### config.mk
export PLATFORM = sky130hd
export DESIGN_NAME = haptic_envelope_generator_flat
export DESIGN_NICKNAME = d
export VERILOG_FILES = /design/src/heg_pkg.sv /design/src/heg_req_if.sv /design/src/heg_rsp_if.sv /design/src/heg_ctrl.sv /design/src/heg_datapath.sv /design/src/haptic_envelope_generator.sv /design/src/flat_wrapper.sv
export SDC_FILE = /design/constraint.sdc
export NUM_CORES = 2
export LEC_CHECK = 0
export BUFFER_PORTS_ARGS = -buffer_cell sky130_fd_sc_hd__buf_2
export CORE_AREA = 5 5 242 244
export DETAILED_ROUTE_END_ITERATION = 10
export DIE_AREA = 0 0 247 249
export GPL_TIMING_DRIVEN = 1
export PLACE_DENSITY_LB_ADDON = 0.3
export SYNTH_ARGS = -nofsm -noshare
export SYNTH_HDL_FRONTEND = slang
export SYNTH_SLANG_ARGS = --single-unit
### constraint.sdc
create_clock -name clk -period 12.3 [get_ports clk]
set_clock_uncertainty 0.05 [all_clocks]
set_input_delay 1.23 -clock clk [delete_from_list [all_inputs] [get_ports clk]]
set_output_delay 1.23 -clock clk [all_outputs]
set_load 0.02 [all_outputs]
### src/heg_pkg.sv
// Shared types and constants for the haptic envelope generator.
`timescale 1ns / 1ps

package heg_pkg;

  localparam int OPCODE_W   = 3;
  localparam int DUR_IN_W   = 16;
  localparam int LEVEL_W    = 8;
  localparam int CFG_IDX_W  = 2;
  localparam int CFG_DATA_W = 16;

  localparam logic [OPCODE_W-1:0] OP_TICK     = 3'd0;
  localparam logic [OPCODE_W-1:0] OP_PULSE    = 3'd1;
  localparam logic [OPCODE_W-1:0] OP_FADE_IN  = 3'd2;
  localparam logic [OPCODE_W-1:0] OP_FADE_OUT = 3'd3;
  localparam logic [OPCODE_W-1:0] OP_SWELL    = 3'd4;

  localparam logic [CFG_IDX_W-1:0] CFG_FLOOR    = 2'd0;
  localparam logic [CFG_IDX_W-1:0] CFG_FULL     = 2'd1;
  localparam logic [CFG_IDX_W-1:0] CFG_MIN_RAMP = 2'd2;

  localparam logic [LEVEL_W-1:0]  FLOOR_RESET    = 8'd50;
  localparam logic [LEVEL_W-1:0]  FULL_RESET     = 8'd200;
  localparam logic [DUR_IN_W-1:0] MIN_RAMP_RESET = 16'd50;

  // Commands from the controller to the datapath.
  typedef struct packed {
    logic apply_item;
    logic fade_step;
    logic swell_step;
    logic mul_step;
    logic div_step;
    logic put_step;
    logic stop_step;
    logic load_out;
  } heg_ctl_t;

  // Status from the datapath to the controller.
  typedef struct packed {
    logic item_tick;
    logic fade_on;
    logic fade_end;
    logic swell_on;
    logic swell_end;
    logic div_last;
    logic out_free;
  } heg_stat_t;

endpackage

### src/heg_req_if.sv
// Command channel: opcode and two durations.
`timescale 1ns / 1ps

interface heg_req_if;
  logic                            valid;
  logic                            ready;
  logic [heg_pkg::OPCODE_W-1:0]    opcode;
  logic [heg_pkg::DUR_IN_W-1:0]    first_ms;
  logic [heg_pkg::DUR_IN_W-1:0]    second_ms;

  modport source (output valid, opcode, first_ms, second_ms, input ready);
  modport sink (input valid, opcode, first_ms, second_ms, output ready);
endinterface

### src/heg_rsp_if.sv
// Result channel: duty level and status flags.
`timescale 1ns / 1ps

interface heg_rsp_if;
  logic                         valid;
  logic                         ready;
  logic [heg_pkg::LEVEL_W-1:0]  duty;
  logic                         duty_written;
  logic                         busy_res;

  modport source (output valid, duty, duty_written, busy_res, input ready);
  modport sink (input valid, duty, duty_written, busy_res, output ready);
endinterface

### src/heg_ctrl.sv
// Sequencer that walks a tick through fade, swell, stop and result load.
`timescale 1ns / 1ps

module heg_ctrl (
  input  logic                clk,
  input  logic                rst,
  input  logic                req_valid,
  output logic                req_ready,
  input  heg_pkg::heg_stat_t  stat,
  output heg_pkg::heg_ctl_t   ctl
);

  localparam logic [2:0] S_IDLE  = 3'd0;
  localparam logic [2:0] S_FADE  = 3'd1;
  localparam logic [2:0] S_SWELL = 3'd2;
  localparam logic [2:0] S_MUL   = 3'd3;
  localparam logic [2:0] S_DIV   = 3'd4;
  localparam logic [2:0] S_PUT   = 3'd5;
  localparam logic [2:0] S_STOP  = 3'd6;
  localparam logic [2:0] S_DONE  = 3'd7;

  logic [2:0] state;
  logic [2:0] state_next;
  logic       on_swell;
  logic       on_swell_next;

  assign req_ready = (state == S_IDLE);

  always_comb begin
    state_next    = state;
    on_swell_next = on_swell;
    ctl           = '0;
    unique case (state)
      S_IDLE: begin
        if (req_valid) begin
          ctl.apply_item = 1'b1;
          state_next     = stat.item_tick ? S_FADE : S_DONE;
        end
      end
      S_FADE: begin
        ctl.fade_step = 1'b1;
        on_swell_next = 1'b0;
        state_next    = (!stat.fade_on || stat.fade_end) ? S_SWELL : S_MUL;
      end
      S_SWELL: begin
        ctl.swell_step = 1'b1;
        on_swell_next  = 1'b1;
        state_next     = (!stat.swell_on || stat.swell_end) ? S_STOP : S_MUL;
      end
      S_MUL: begin
        ctl.mul_step = 1'b1;
        state_next   = S_DIV;
      end
      S_DIV: begin
        ctl.div_step = 1'b1;
        if (stat.div_last) begin
          state_next = S_PUT;
        end
      end
      S_PUT: begin
        ctl.put_step = 1'b1;
        state_next   = on_swell ? S_STOP : S_SWELL;
      end
      S_STOP: begin
        ctl.stop_step = 1'b1;
        state_next    = S_DONE;
      end
      S_DONE: begin
        if (stat.out_free) begin
          ctl.load_out = 1'b1;
          state_next   = S_IDLE;
        end
      end
      default: begin
        state_next = S_IDLE;
      end
    endcase
  end

  always_ff @(posedge clk) begin
    if (rst) begin
      state    <= S_IDLE;
      on_swell <= 1'b0;
    end else begin
      state    <= state_next;
      on_swell <= on_swell_next;
    end
  end

`ifndef ASSERT_OFF
  a_div_to_put: assert property (@(posedge clk) disable iff (rst)
    (state == S_DIV && stat.div_last) |=> (state == S_PUT))
    else $error("divider did not hand over to the put step");

  a_cmd_to_done: assert property (@(posedge clk) disable iff (rst)
    (state == S_IDLE && req_valid && !stat.item_tick) |=> (state == S_DONE))
    else $error("command item did not go straight to result load");

  a_tick_to_fade: assert property (@(posedge clk) disable iff (rst)
    (state == S_IDLE && req_valid && stat.item_tick) |=> (state == S_FADE))
    else $error("tick item did not start with the fade step");
`endif

endmodule

### src/heg_datapath.sv
// Envelope state, configuration registers, serial divider and result register.
`timescale 1ns / 1ps

module heg_datapath #(
  parameter int TIME_BITS     = 32,
  parameter int DURATION_BITS = 16
) (
  input  logic                               clk,
  input  logic                               rst,
  input  logic                               cfg_we,
  input  logic [heg_pkg::CFG_IDX_W-1:0]      cfg_index,
  input  logic [heg_pkg::CFG_DATA_W-1:0]     cfg_data,
  input  logic [heg_pkg::OPCODE_W-1:0]       opcode,
  input  logic [heg_pkg::DUR_IN_W-1:0]       first_ms,
  input  logic [heg_pkg::DUR_IN_W-1:0]       second_ms,
  input  logic                               rsp_ready,
  output logic                               rsp_valid,
  output logic [heg_pkg::LEVEL_W-1:0]        duty,
  output logic                               duty_written,
  output logic                               busy_res,
  input  heg_pkg::heg_ctl_t                  ctl,
  output heg_pkg::heg_stat_t                 stat
);

  localparam int TB = TIME_BITS;
  localparam int DB = DURATION_BITS;
  // Compare width: holds any time difference and the sum of two durations.
  localparam int CW = (TB > DB) ? TB + 1 : DB + 1;
  localparam int PW = DB + heg_pkg::LEVEL_W;
  localparam logic [31:0] DMAX = (32'd1 << DB) - 32'd1;

  function automatic logic [DB-1:0] sat_dur(input logic [heg_pkg::DUR_IN_W-1:0] v);
    logic [31:0] w;
    w = {16'd0, v};
    return (w > DMAX) ? '1 : w[DB-1:0];
  endfunction

  logic [heg_pkg::LEVEL_W-1:0]  floor_level;
  logic [heg_pkg::LEVEL_W-1:0]  full_level;
  logic [heg_pkg::DUR_IN_W-1:0] min_ramp_ms;

  logic [TB-1:0] clock_ms;
  logic          stop_armed;
  logic [TB-1:0] stop_time;
  logic          fade_on;
  logic          fade_rising;
  logic [TB-1:0] fade_start;
  logic [DB-1:0] fade_length;
  logic [DB-1:0] fade_hold;
  logic          swell_on;
  logic [TB-1:0] swell_start;
  logic [DB-1:0] swell_rise;
  logic [DB-1:0] swell_fall;
  logic [heg_pkg::LEVEL_W-1:0] duty_level;
  logic          wrote;

  // Divider operands and working registers.
  logic [DB-1:0] dv_num;
  logic [DB-1:0] dv_len;
  logic          dv_up;
  logic [PW-1:0] rem;
  logic [heg_pkg::LEVEL_W-1:0] quo;
  logic [2:0]    div_cnt;

  logic [heg_pkg::LEVEL_W-1:0] lo;
  logic [heg_pkg::LEVEL_W-1:0] span;
  logic [DB-1:0] a_sat;
  logic [DB-1:0] b_sat;
  logic [DB-1:0] m_sat;
  logic [DB-1:0] a_ramp;
  logic [DB-1:0] b_ramp;
  logic [TB-1:0] fade_el_t;
  logic [TB-1:0] swell_el_t;
  logic [TB-1:0] stop_diff;
  logic [CW-1:0] fade_el;
  logic [CW-1:0] swell_el;
  logic [CW-1:0] swell_total;
  logic [CW-1:0] swell_fall_el;
  logic          fade_end;
  logic          swell_end;
  logic          swell_up;
  logic [PW-1:0] trial;
  logic          trial_fits;

  assign lo     = (floor_level > full_level) ? full_level : floor_level;
  assign span   = full_level - lo;
  assign a_sat  = sat_dur(first_ms);
  assign b_sat  = sat_dur(second_ms);
  assign m_sat  = sat_dur(min_ramp_ms);
  assign a_ramp = (a_sat < m_sat) ? m_sat : a_sat;
  assign b_ramp = (b_sat < m_sat) ? m_sat : b_sat;

  assign fade_el_t     = clock_ms - fade_start;
  assign swell_el_t    = clock_ms - swell_start;
  assign stop_diff     = clock_ms - stop_time;
  assign fade_el       = CW'(fade_el_t);
  assign swell_el      = CW'(swell_el_t);
  assign swell_total   = CW'(swell_rise) + CW'(swell_fall);
  assign swell_fall_el = swell_el - CW'(swell_rise);
  assign fade_end      = (fade_el >= CW'(fade_length));
  assign swell_end     = (swell_el >= swell_total);
  assign swell_up      = (swell_el < CW'(swell_rise));

  assign trial      = PW'(dv_len) << div_cnt;
  assign trial_fits = (rem >= trial);

  always_comb begin
    stat.item_tick = (opcode == heg_pkg::OP_TICK);
    stat.fade_on   = fade_on;
    stat.fade_end  = fade_end;
    stat.swell_on  = swell_on;
    stat.swell_end = swell_end;
    stat.div_last  = (div_cnt == 3'd0);
    stat.out_free  = !rsp_valid || rsp_ready;
  end

  always_ff @(posedge clk) begin
    if (rst) begin
      floor_level <= heg_pkg::FLOOR_RESET;
      full_level  <= heg_pkg::FULL_RESET;
      min_ramp_ms <= heg_pkg::MIN_RAMP_RESET;
      clock_ms    <= '0;
      stop_armed  <= 1'b0;
      stop_time   <= '0;
      fade_on     <= 1'b0;
      fade_rising <= 1'b0;
      fade_start  <= '0;
      fade_length <= '0;
      fade_hold   <= '0;
      swell_on    <= 1'b0;
      swell_start <= '0;
      swell_rise  <= '0;
      swell_fall  <= '0;
      duty_level  <= '0;
      wrote       <= 1'b0;
      dv_num      <= '0;
      dv_len      <= '0;
      dv_up       <= 1'b0;
      rem         <= '0;
      quo         <= '0;
      div_cnt     <= '0;
    end else begin
      if (cfg_we) begin
        unique case (cfg_index)
          heg_pkg::CFG_FLOOR:    floor_level <= cfg_data[heg_pkg::LEVEL_W-1:0];
          heg_pkg::CFG_FULL:     full_level  <= cfg_data[heg_pkg::LEVEL_W-1:0];
          heg_pkg::CFG_MIN_RAMP: min_ramp_ms <= cfg_data;
          default: ;
        endcase
      end

      if (ctl.apply_item) begin
        wrote <= 1'b0;
        unique case (opcode) inside
          heg_pkg::OP_TICK: begin
            clock_ms <= clock_ms + TB'(1);
          end
          heg_pkg::OP_PULSE: begin
            duty_level <= full_level;
            wrote      <= 1'b1;
            stop_armed <= 1'b1;
            stop_time  <= clock_ms + TB'(a_sat);
          end
          heg_pkg::OP_FADE_IN, heg_pkg::OP_FADE_OUT: begin
            fade_on     <= 1'b1;
            fade_rising <= (opcode == heg_pkg::OP_FADE_IN);
            fade_length <= a_ramp;
            fade_hold   <= (opcode == heg_pkg::OP_FADE_IN) ? b_sat : '0;
            fade_start  <= clock_ms;
          end
          heg_pkg::OP_SWELL: begin
            swell_on    <= 1'b1;
            swell_rise  <= a_ramp;
            swell_fall  <= b_ramp;
            swell_start <= clock_ms;
            duty_level  <= lo;
            wrote       <= 1'b1;
          end
          default: ;
        endcase
      end

      if (ctl.fade_step && fade_on) begin
        if (fade_end) begin
          wrote      <= 1'b1;
          fade_on    <= 1'b0;
          stop_armed <= 1'b1;
          if (fade_rising) begin
            duty_level <= full_level;
            stop_time  <= clock_ms + TB'(fade_hold);
          end else begin
            duty_level <= lo;
            stop_time  <= clock_ms;
          end
        end else begin
          dv_num <= fade_el[DB-1:0];
          dv_len <= fade_length;
          dv_up  <= fade_rising;
        end
      end

      if (ctl.swell_step && swell_on) begin
        if (swell_end) begin
          duty_level <= lo;
          wrote      <= 1'b1;
          swell_on   <= 1'b0;
          stop_armed <= 1'b1;
          stop_time  <= clock_ms;
        end else if (swell_up) begin
          dv_num <= swell_el[DB-1:0];
          dv_len <= swell_rise;
          dv_up  <= 1'b1;
        end else begin
          dv_num <= swell_fall_el[DB-1:0];
          dv_len <= swell_fall;
          dv_up  <= 1'b0;
        end
      end

      if (ctl.mul_step) begin
        rem     <= PW'(dv_num) * PW'(span);
        quo     <= '0;
        div_cnt <= 3'd7;
      end

      // Restoring division, one quotient bit per cycle; the quotient stays below span, or is zero when span is zero.
      if (ctl.div_step) begin
        if (trial_fits) begin
          rem          <= rem - trial;
          quo[div_cnt] <= 1'b1;
        end
        div_cnt <= div_cnt - 3'd1;
      end

      if (ctl.put_step) begin
        duty_level <= dv_up ? (lo + quo) : (full_level - quo);
        wrote      <= 1'b1;
      end

      if (ctl.stop_step && stop_armed && !stop_diff[TB-1]) begin
        duty_level <= '0;
        wrote      <= 1'b1;
        stop_armed <= 1'b0;
        stop_time  <= '0;
      end
    end
  end

  always_ff @(posedge clk) begin
    if (rst) begin
      rsp_valid    <= 1'b0;
      duty         <= '0;
      duty_written <= 1'b0;
      busy_res     <= 1'b0;
    end else if (ctl.load_out) begin
      rsp_valid    <= 1'b1;
      duty         <= duty_level;
      duty_written <= wrote;
      busy_res     <= stop_armed || fade_on || swell_on;
    end else if (rsp_ready) begin
      rsp_valid <= 1'b0;
    end
  end

`ifndef ASSERT_OFF
  a_quo_below_span: assert property (@(posedge clk) disable iff (rst)
    ctl.put_step |-> ((quo < span) || (span == '0)))
    else $error("ramp quotient reached the level span");

  a_stop_clears_duty: assert property (@(posedge clk) disable iff (rst)
    $fell(stop_armed) |-> (duty_level == '0))
    else $error("stop fired without clearing the duty level");
`endif

endmodule

### src/haptic_envelope_generator.sv
// Top level of the haptic envelope generator.
`timescale 1ns / 1ps

// Takes pulse, fade, swell and 1 ms tick items on req and returns one result item on rsp
// per input item: the duty level after the step, whether the step wrote it, and whether
// a stop, fade or swell is still pending. A pulse, fade or swell item goes straight from
// acceptance to the result load. A tick steps through fade, swell, stop and result load;
// each fade or swell that is mid-ramp adds a multiply step, the restoring divider, which
// produces one quotient bit per cycle and is shared between fade and swell, and a put
// step. The result register frees the input side as soon as it is loaded; a stalled rsp
// holds the next item in its final step. The user must write the configuration registers
// (floor_level, full_level, min_ramp_ms) with cfg_we, cfg_index and cfg_data only while
// the block is idle; the block itself does not enforce this.
module haptic_envelope_generator #(
  parameter int TIME_BITS     = 32,
  parameter int DURATION_BITS = 16
) (
  input  logic                            clk,
  input  logic                            rst,
  input  logic                            cfg_we,
  input  logic [heg_pkg::CFG_IDX_W-1:0]   cfg_index,
  input  logic [heg_pkg::CFG_DATA_W-1:0]  cfg_data,
  heg_req_if.sink                         req,
  heg_rsp_if.source                       rsp
);

  heg_pkg::heg_ctl_t  ctl;
  heg_pkg::heg_stat_t stat;

  heg_ctrl u_ctrl (
    .clk       (clk),
    .rst       (rst),
    .req_valid (req.valid),
    .req_ready (req.ready),
    .stat      (stat),
    .ctl       (ctl)
  );

  heg_datapath #(
    .TIME_BITS     (TIME_BITS),
    .DURATION_BITS (DURATION_BITS)
  ) u_datapath (
    .clk          (clk),
    .rst          (rst),
    .cfg_we       (cfg_we),
    .cfg_index    (cfg_index),
    .cfg_data     (cfg_data),
    .opcode       (req.opcode),
    .first_ms     (req.first_ms),
    .second_ms    (req.second_ms),
    .rsp_ready    (rsp.ready),
    .rsp_valid    (rsp.valid),
    .duty         (rsp.duty),
    .duty_written (rsp.duty_written),
    .busy_res     (rsp.busy_res),
    .ctl          (ctl),
    .stat         (stat)
  );

endmodule
### src/flat_wrapper.sv
// flat-port wrapper written by rule: the top's interface ports become plain ports
module haptic_envelope_generator_flat 
#(
  parameter int TIME_BITS     = 32,
  parameter int DURATION_BITS = 16
)
  (clk, rst, cfg_we, cfg_index, cfg_data, req_valid, req_opcode, req_first_ms, req_second_ms, req_ready, rsp_valid, rsp_duty, rsp_duty_written, rsp_busy_res, rsp_ready);
  heg_req_if req_i ();
  heg_rsp_if rsp_i ();
  input  logic clk;
  input  logic rst;
  input  logic cfg_we;
  input  logic [heg_pkg::CFG_IDX_W-1:0] cfg_index;
  input  logic [heg_pkg::CFG_DATA_W-1:0] cfg_data;
  input wire logic [$bits(req_i.valid)-1:0] req_valid;
  input wire logic [$bits(req_i.opcode)-1:0] req_opcode;
  input wire logic [$bits(req_i.first_ms)-1:0] req_first_ms;
  input wire logic [$bits(req_i.second_ms)-1:0] req_second_ms;
  output wire logic [$bits(req_i.ready)-1:0] req_ready;
  output wire logic [$bits(rsp_i.valid)-1:0] rsp_valid;
  output wire logic [$bits(rsp_i.duty)-1:0] rsp_duty;
  output wire logic [$bits(rsp_i.duty_written)-1:0] rsp_duty_written;
  output wire logic [$bits(rsp_i.busy_res)-1:0] rsp_busy_res;
  input wire logic [$bits(rsp_i.ready)-1:0] rsp_ready;
  assign req_i.valid = req_valid;
  assign req_i.opcode = req_opcode;
  assign req_i.first_ms = req_first_ms;
  assign req_i.second_ms = req_second_ms;
  assign req_ready = req_i.ready;
  assign rsp_valid = rsp_i.valid;
  assign rsp_duty = rsp_i.duty;
  assign rsp_duty_written = rsp_i.duty_written;
  assign rsp_busy_res = rsp_i.busy_res;
  assign rsp_i.ready = rsp_ready;
  haptic_envelope_generator #(.TIME_BITS(TIME_BITS), .DURATION_BITS(DURATION_BITS)) u_core (.clk(clk), .rst(rst), .cfg_we(cfg_we), .cfg_index(cfg_index), .cfg_data(cfg_data), .req(req_i), .rsp(rsp_i));
endmodule
# == Word-level counts from Yosys, hierarchy flattened ==
# Cells that the tools add are included.
# W data, S select, Z words.
# totals
word_cells,190
output_inout_bits,12
in_bits,58
register_bits,320
# classes
mux,89
shift,1
n_reduce_logical,31
multipliers,1
n_eq_ne,16
magnitude_cmp,9
addsub,13
n_bitwise,1
# op_table
operator,n
$mux W32,7
$mux W16,13
$mux W8,13
$sub A32 B32 Y32,3
$mux W24,3
$add A32 B16 Y32,2
$mux W1,41
$add A32 B1 Y32 const B,1
$ge A32 B16 Y1,1
$ge A32 B17 Y1,1
$lt A16 B16 Y1,2
$lt A32 B16 Y1,1
$ge A24 B24 Y1,1
$mul A16 B8 Y24,1
$mux W3,8
$pmux W3 S8,1
$shl A16 B3 Y24,1
$sub A24 B24 Y24,1
$add A16 B16 Y17,1
$pmux W8 S2,1
$sub A16 B16 Y16,1
$sub A8 B8 Y8,2
$eq A3 B3 Y1 const B,5
$eq A3 B2 Y1 const B,4
22 further kinds,46

# == Logic depth before layout (Yosys ltp) ==
# depth
ltp_word,10
mapped_depth,40
mapped_depth_nobuf,39

# == Hierarchy ==
# Synthesis repeated with hierarchy kept, for this count alone.
# hier_totals
cells_unflattened,3996
hier_area_um2,30561.8
# modules_own_cells
mod,instances,cells_per_inst,area_per_inst_um2,seq_area_each_um2
heg_datapath,1,3954,30221.5,6326.1
heg_ctrl,1,42,340.3,80.1

# == Worst setup path after synthesis ==
# No wires, ideal clock.
# synth_timing
kind,register to register
start,register u_core.u_datapath.full_level[5] (netlist bit)
end,register u_core.u_datapath.rem[23]
setup_ns,0.134
stages_incl_launch_ff,38
t_arrival_ns,8.447
period_less_slack_ns,8.631
required_ns,12.116
setup_slack_ns,3.669
path_buffers,4
path_cell_list,dfxtp_1 > clkbuf_1 > inv_1 > ha_1 > and3_1 > nand4_1 > and2_1 > a21oi_1 > clkbuf_1 > nand2_1 > o21ai_0 > inv_1 > ha_1 > o21ai_0 > a31oi_1 > a21oi_1 > o21bai_1 > and2_1 > [2 not listed] > nand4_1 > nand4_1 > fa_1 > fa_1 > fa_1 > inv_1 > fa_1 > inv_1 > ha_1 > or3_1 > o21ai_0 > a211oi_1 > o31ai_1 > o21ai_0 > nor4_1 > nor3_1 > a2111oi_0 > o22ai_1
# synth_between
elab_chain_len,7
# synth_rtl
item,line,text
from (decl),heg_datapath.sv:39,logic [heg_pkg::LEVEL_W-1:0] full_level;
from (signal assigned),heg_datapath.sv:120,full_level <= heg_pkg::FULL_RESET;
from (signal assigned),heg_datapath.sv:146,heg_pkg::CFG_FULL: full_level <= cfg_data[heg_pkg::LEVEL_W-1:0];
$gt A8 B8 Y1,heg_datapath.sv:85,assign lo = (floor_level > full_level) ? full_level : floor_level;
$mux W8,heg_datapath.sv:85,
$sub A8 B8 Y8 (*),heg_datapath.sv:86,assign span = full_level - lo;
$mul A16 B8 Y24 (*),heg_datapath.sv:221,rem <= PW'(dv_num) * PW'(span);
$mux W24 (*),heg_datapath.sv:220,if (ctl.mul_step) begin
$mux W24,heg_datapath.sv:228,if (trial_fits) begin
$mux W24 (*),heg_datapath.sv:227,if (ctl.div_step) begin
to (signal assigned),heg_datapath.sv:221,
to (signal assigned),heg_datapath.sv:229,rem <= rem - trial;
to (decl),heg_datapath.sv:61,logic [PW-1:0] rem;
# Every way passes the cells marked *; elsewhere a longest branch is shown, timed or not.
# A chain may end at the register's enable or synchronous reset.

# == Worst setup path in the final report ==
# layout_timing
start,register u_core.u_datapath.full_level[1] (netlist bit)
end,register u_core.u_datapath.rem[21]
# Same word-level chain as after synthesis.

==> run summary <==
* **most common cell after layout, fill and taps aside** sky130_fd_sc_hd__nand2_1
* **post-detailed-route DRC marker count** 0
* **initial core utilization** 54.6%
* **global-route wire length before repair** 146000 um
* **start-to-end type of the worst setup path** reg2reg
* **Num CTS Buffers** 40
* **remaining global-route overflow** 0
* **number of flops mapped to enable cells by yosys** 0
* **worst vdd rail ir drop** 0.000152 V
* **final max-slew violation count** 0
* **top library cells by usage in the layout, fill and taps aside** sky130_fd_sc_hd__nand2_1, sky130_fd_sc_hd__a21oi_1, sky130_fd_sc_hd__inv_1, sky130_fd_sc_hd__dfxtp_1, sky130_fd_sc_hd__ha_1
* **overall fraction of global-route tracks in use** 28.8%
* **start point of the critical path** u_core.u_datapath.full_level[1]
* **per-cell routed wire length** 19.6 um
* **critical path arrival** 9910 ps
* **Sequential cell area** 0.00641 mm2
* **met3 Use GR** 5.82%
* **final cell count without fillers** 4705
* **final antenna-violating net count** 0
* **router iterations before antenna repair** 6
* **via count of the first global-routing pass** 26900
* **clock period minus worst slack** 9510 ps
* **slew at the pin closest to its max-slew limit** 1150 ps
* **startpoint of the worst register-to-register path** u_core.u_datapath.full_level[1]
* **sum of net half-perimeters after detailed placement** 69300 um
* **Critical Path Max Stage Delay** 810 ps
* **1st-iter DRT viols** 2473
* **pin count of the biggest net entering global routing** 98
* **number of sinks driven by the clock tree** 320
* **cell area after synthesis** 0.0306 mm2
* **I/O pin count** 70
* **yosys warns** 0
* **Synth Flop Type** sky130_fd_sc_hd__dfxtp_1
* **met1 track demand over resource** 39.4%
* **unrepaired setup endpoints after global routing** no
* **total inserted antenna cells** 0
* **Hold WC Path Type** reg2reg
* **final instance area** 0.0329 mm2
* **number of rows created at floorplan** 87
* **Static Leak** 13.8 nW
* **max-cap violation count** 0
* **Net Count, Synth** 4448
* **Final Setup Violations** 0
* **Post-DP Area** 0.0314 mm2
* **setup slack at placement** 2870 ps
* **clock latency of the later-clocked register in the worst-skew pair** 580 ps
* **outcome** finished clean
* **Die Span Y** 249 um
* **R2R setup slack** 2790 ps
* **smallest setup slack after layout** 2790 ps
* **endpoint type of the worst setup path** register
* **Worst Path Required** 12710 ps
* **CTS Root Buffer Type** sky130_fd_sc_hd__clkbuf_16
* **clock slew at the register clock pins of the worst setup and hold paths** 60 ps
* **number of instances in the synthesized netlist** 3983
* **cell type of the slowest stage on the worst timing path** sky130_fd_sc_hd__xor2_1
* **deepest clock path buffer count** 3
* **area enclosed by the die boundary** 0.0615 mm2
* **Vias** 28900
* **number of H-tree levels** 2
* **share of synthesized registers carrying an async set or reset** 0%
* **worst reg2reg path depth** 37
* **Worst Hold End** u_core.u_datapath.fade_start[27]
* **Mapped Avg Cell Area** 7.68 um2
* **count of different cell masters after synthesis** 90
* **count of buffers added by post-CTS timing repair for setup** 0
* **count of port buffers added during placement** 69
* **hold path startpoint** u_core.u_datapath.fade_start[27]
* **worst r2r dst** u_core.u_datapath.rem[21]
* **max-slew headroom at the worst pin** 23.3%
* **Setup Total Neg Slack** 0 ps
* **top fanout value on the critical path** 16
* **total power** 4.17 mW
* **met2 Resource Use GR** 46.0%
* **fin util** 58.6%
* **number of antenna violations at the first check in global routing** 3
* **fillcell total** 5244
* **nets@finish** 4383
* **post-synthesis to final-layout area growth** 7.43%
* **Via density** 6.13
* **fin crit share** 77.3%
* **number of failing hold endpoints at the final stage** 0
* **CTS-repair resized insts** 0
* **width of the die** 247 um
* **clock tree from TritonCTS** built
* **area of the multi-input gates** 0.0221 mm2
* **achievable clock frequency** 0.105 GHz
* **power density of the placed cells** 127 mW/mm2
* **core footprint** 0.0561 mm2
* **GRT Max-Usage Layer** met2
* **quantity of hold-fixing buffers added after cts** 0
* **fraction of layout cells with a size suffix above 1** 6.63%
* **type of origin of the critical path** register
* **total wire length** 92100 um
* **number of placed instances, taps included** 4632
* **routability-driven placement congestion ratio** 0.979
* **flop and latch count out of synthesis** 320
* **fraction of the yosys area taken by sequential cells** 20.9%
* **depth of the worst hold-timing path** 2
* **final-layout worst hold slack** 402 ps
==> final cells by class <==
type / instances / share of cell area (%)
clock buffers: 47 / 3.31
clock inverters: 26 / 1.09
inverters: 333 / 3.80
multi-input cells: 3101 / 67.1
flip-flops and latches: 320 / 19.5
well taps: 756 / 2.88
repair buffers: 122 / 2.29
==> Yosys cell counts, types with 63 or more instances <==
master / n / area share, %
sky130_fd_sc_hd__xor2_1: 68 / 1.9
sky130_fd_sc_hd__clkbuf_1: 194 / 2.4
sky130_fd_sc_hd__nor3_1: 76 / 1.2
sky130_fd_sc_hd__a21o_1: 86 / 2.1
sky130_fd_sc_hd__nand2_1: 425 / 5.2
sky130_fd_sc_hd__nand3_1: 63 / 1.0
sky130_fd_sc_hd__a21oi_1: 333 / 5.4
sky130_fd_sc_hd__fa_1: 92 / 6.0
sky130_fd_sc_hd__nand4_1: 85 / 1.7
sky130_fd_sc_hd__dfxtp_1: 320 / 21
sky130_fd_sc_hd__ha_1: 315 / 13
sky130_fd_sc_hd__nor2b_1: 83 / 1.7
sky130_fd_sc_hd__mux2i_1: 98 / 3.2
sky130_fd_sc_hd__o21ai_0: 203 / 3.3
sky130_fd_sc_hd__and2_1: 71 / 1.5
sky130_fd_sc_hd__nor2_1: 297 / 3.6
sky130_fd_sc_hd__xnor2_1: 103 / 2.9
sky130_fd_sc_hd__inv_1: 333 / 4.1
sky130_fd_sc_hd__a211oi_1: 114 / 2.8
==> where the power goes <==
| group | switching, mW | internal [mW] |
|---|---|---|
| registers | 0.0806 | 1.12 |
| logic | 1.01 | 0.649 |
| clock network | 0.521 | 0.788 |
==> worst max-delay path, delay by kind of cell, from the launching register on <==
kind / cells / cell delay, ps
fa+ha+maj: 8 / 3130
flops: 1 / 440
compound gates: 14 / 3070
simple gates: 7 / 1280
buf+inv: 6 / 420
xor+xnor: 2 / 970
==> per-layer routing <==
metal / wire [um] / up-vias / part of all wire, %
met4: 3010 / 4 / 3.3
met3: 7820 / 192 / 8.5
met1: 40100 / 13700 / 44
met2: 41100 / 1031 / 45
li1: - / 14000 / -
met5: 23 / - / 0.025
==> logic make-up after synthesis <==
logic type,after synthesis,share of synthesized area [%]
AO/OA/AOI/OAI,1073,22.7
XOR/XNOR,171,4.89
adder cells (fa/ha/maj),408,18.9
buffers and inverters,562,7.13
flip-flops,320,20.9
multiplexers,114,4.00
AND/OR/NAND/NOR,1335,21.4
==> sequential cells by signal, summed over array words and instances (netlist names), 24 cells and up <==
signal / flops
u_core.u_datapath.swell_start: 32
u_core.u_datapath.clock_ms: 32
u_core.u_datapath.stop_time: 32
u_core.u_datapath.rem: 24
u_core.u_datapath.fade_start: 32
==> how the worst max path moves through the flow <==
stage                                            to  slack, ps
final                     u_core.u_datapath.rem[21]       2790
after global routing      u_core.u_datapath.rem[23]       2050
after CTS                 u_core.u_datapath.rem[21]       2820
after detailed placement  u_core.u_datapath.rem[21]       2870
after global placement    u_core.u_datapath.rem[21]       3000
after floorplan           u_core.u_datapath.rem[23]       3670
(Power assumes the default switching activity.)
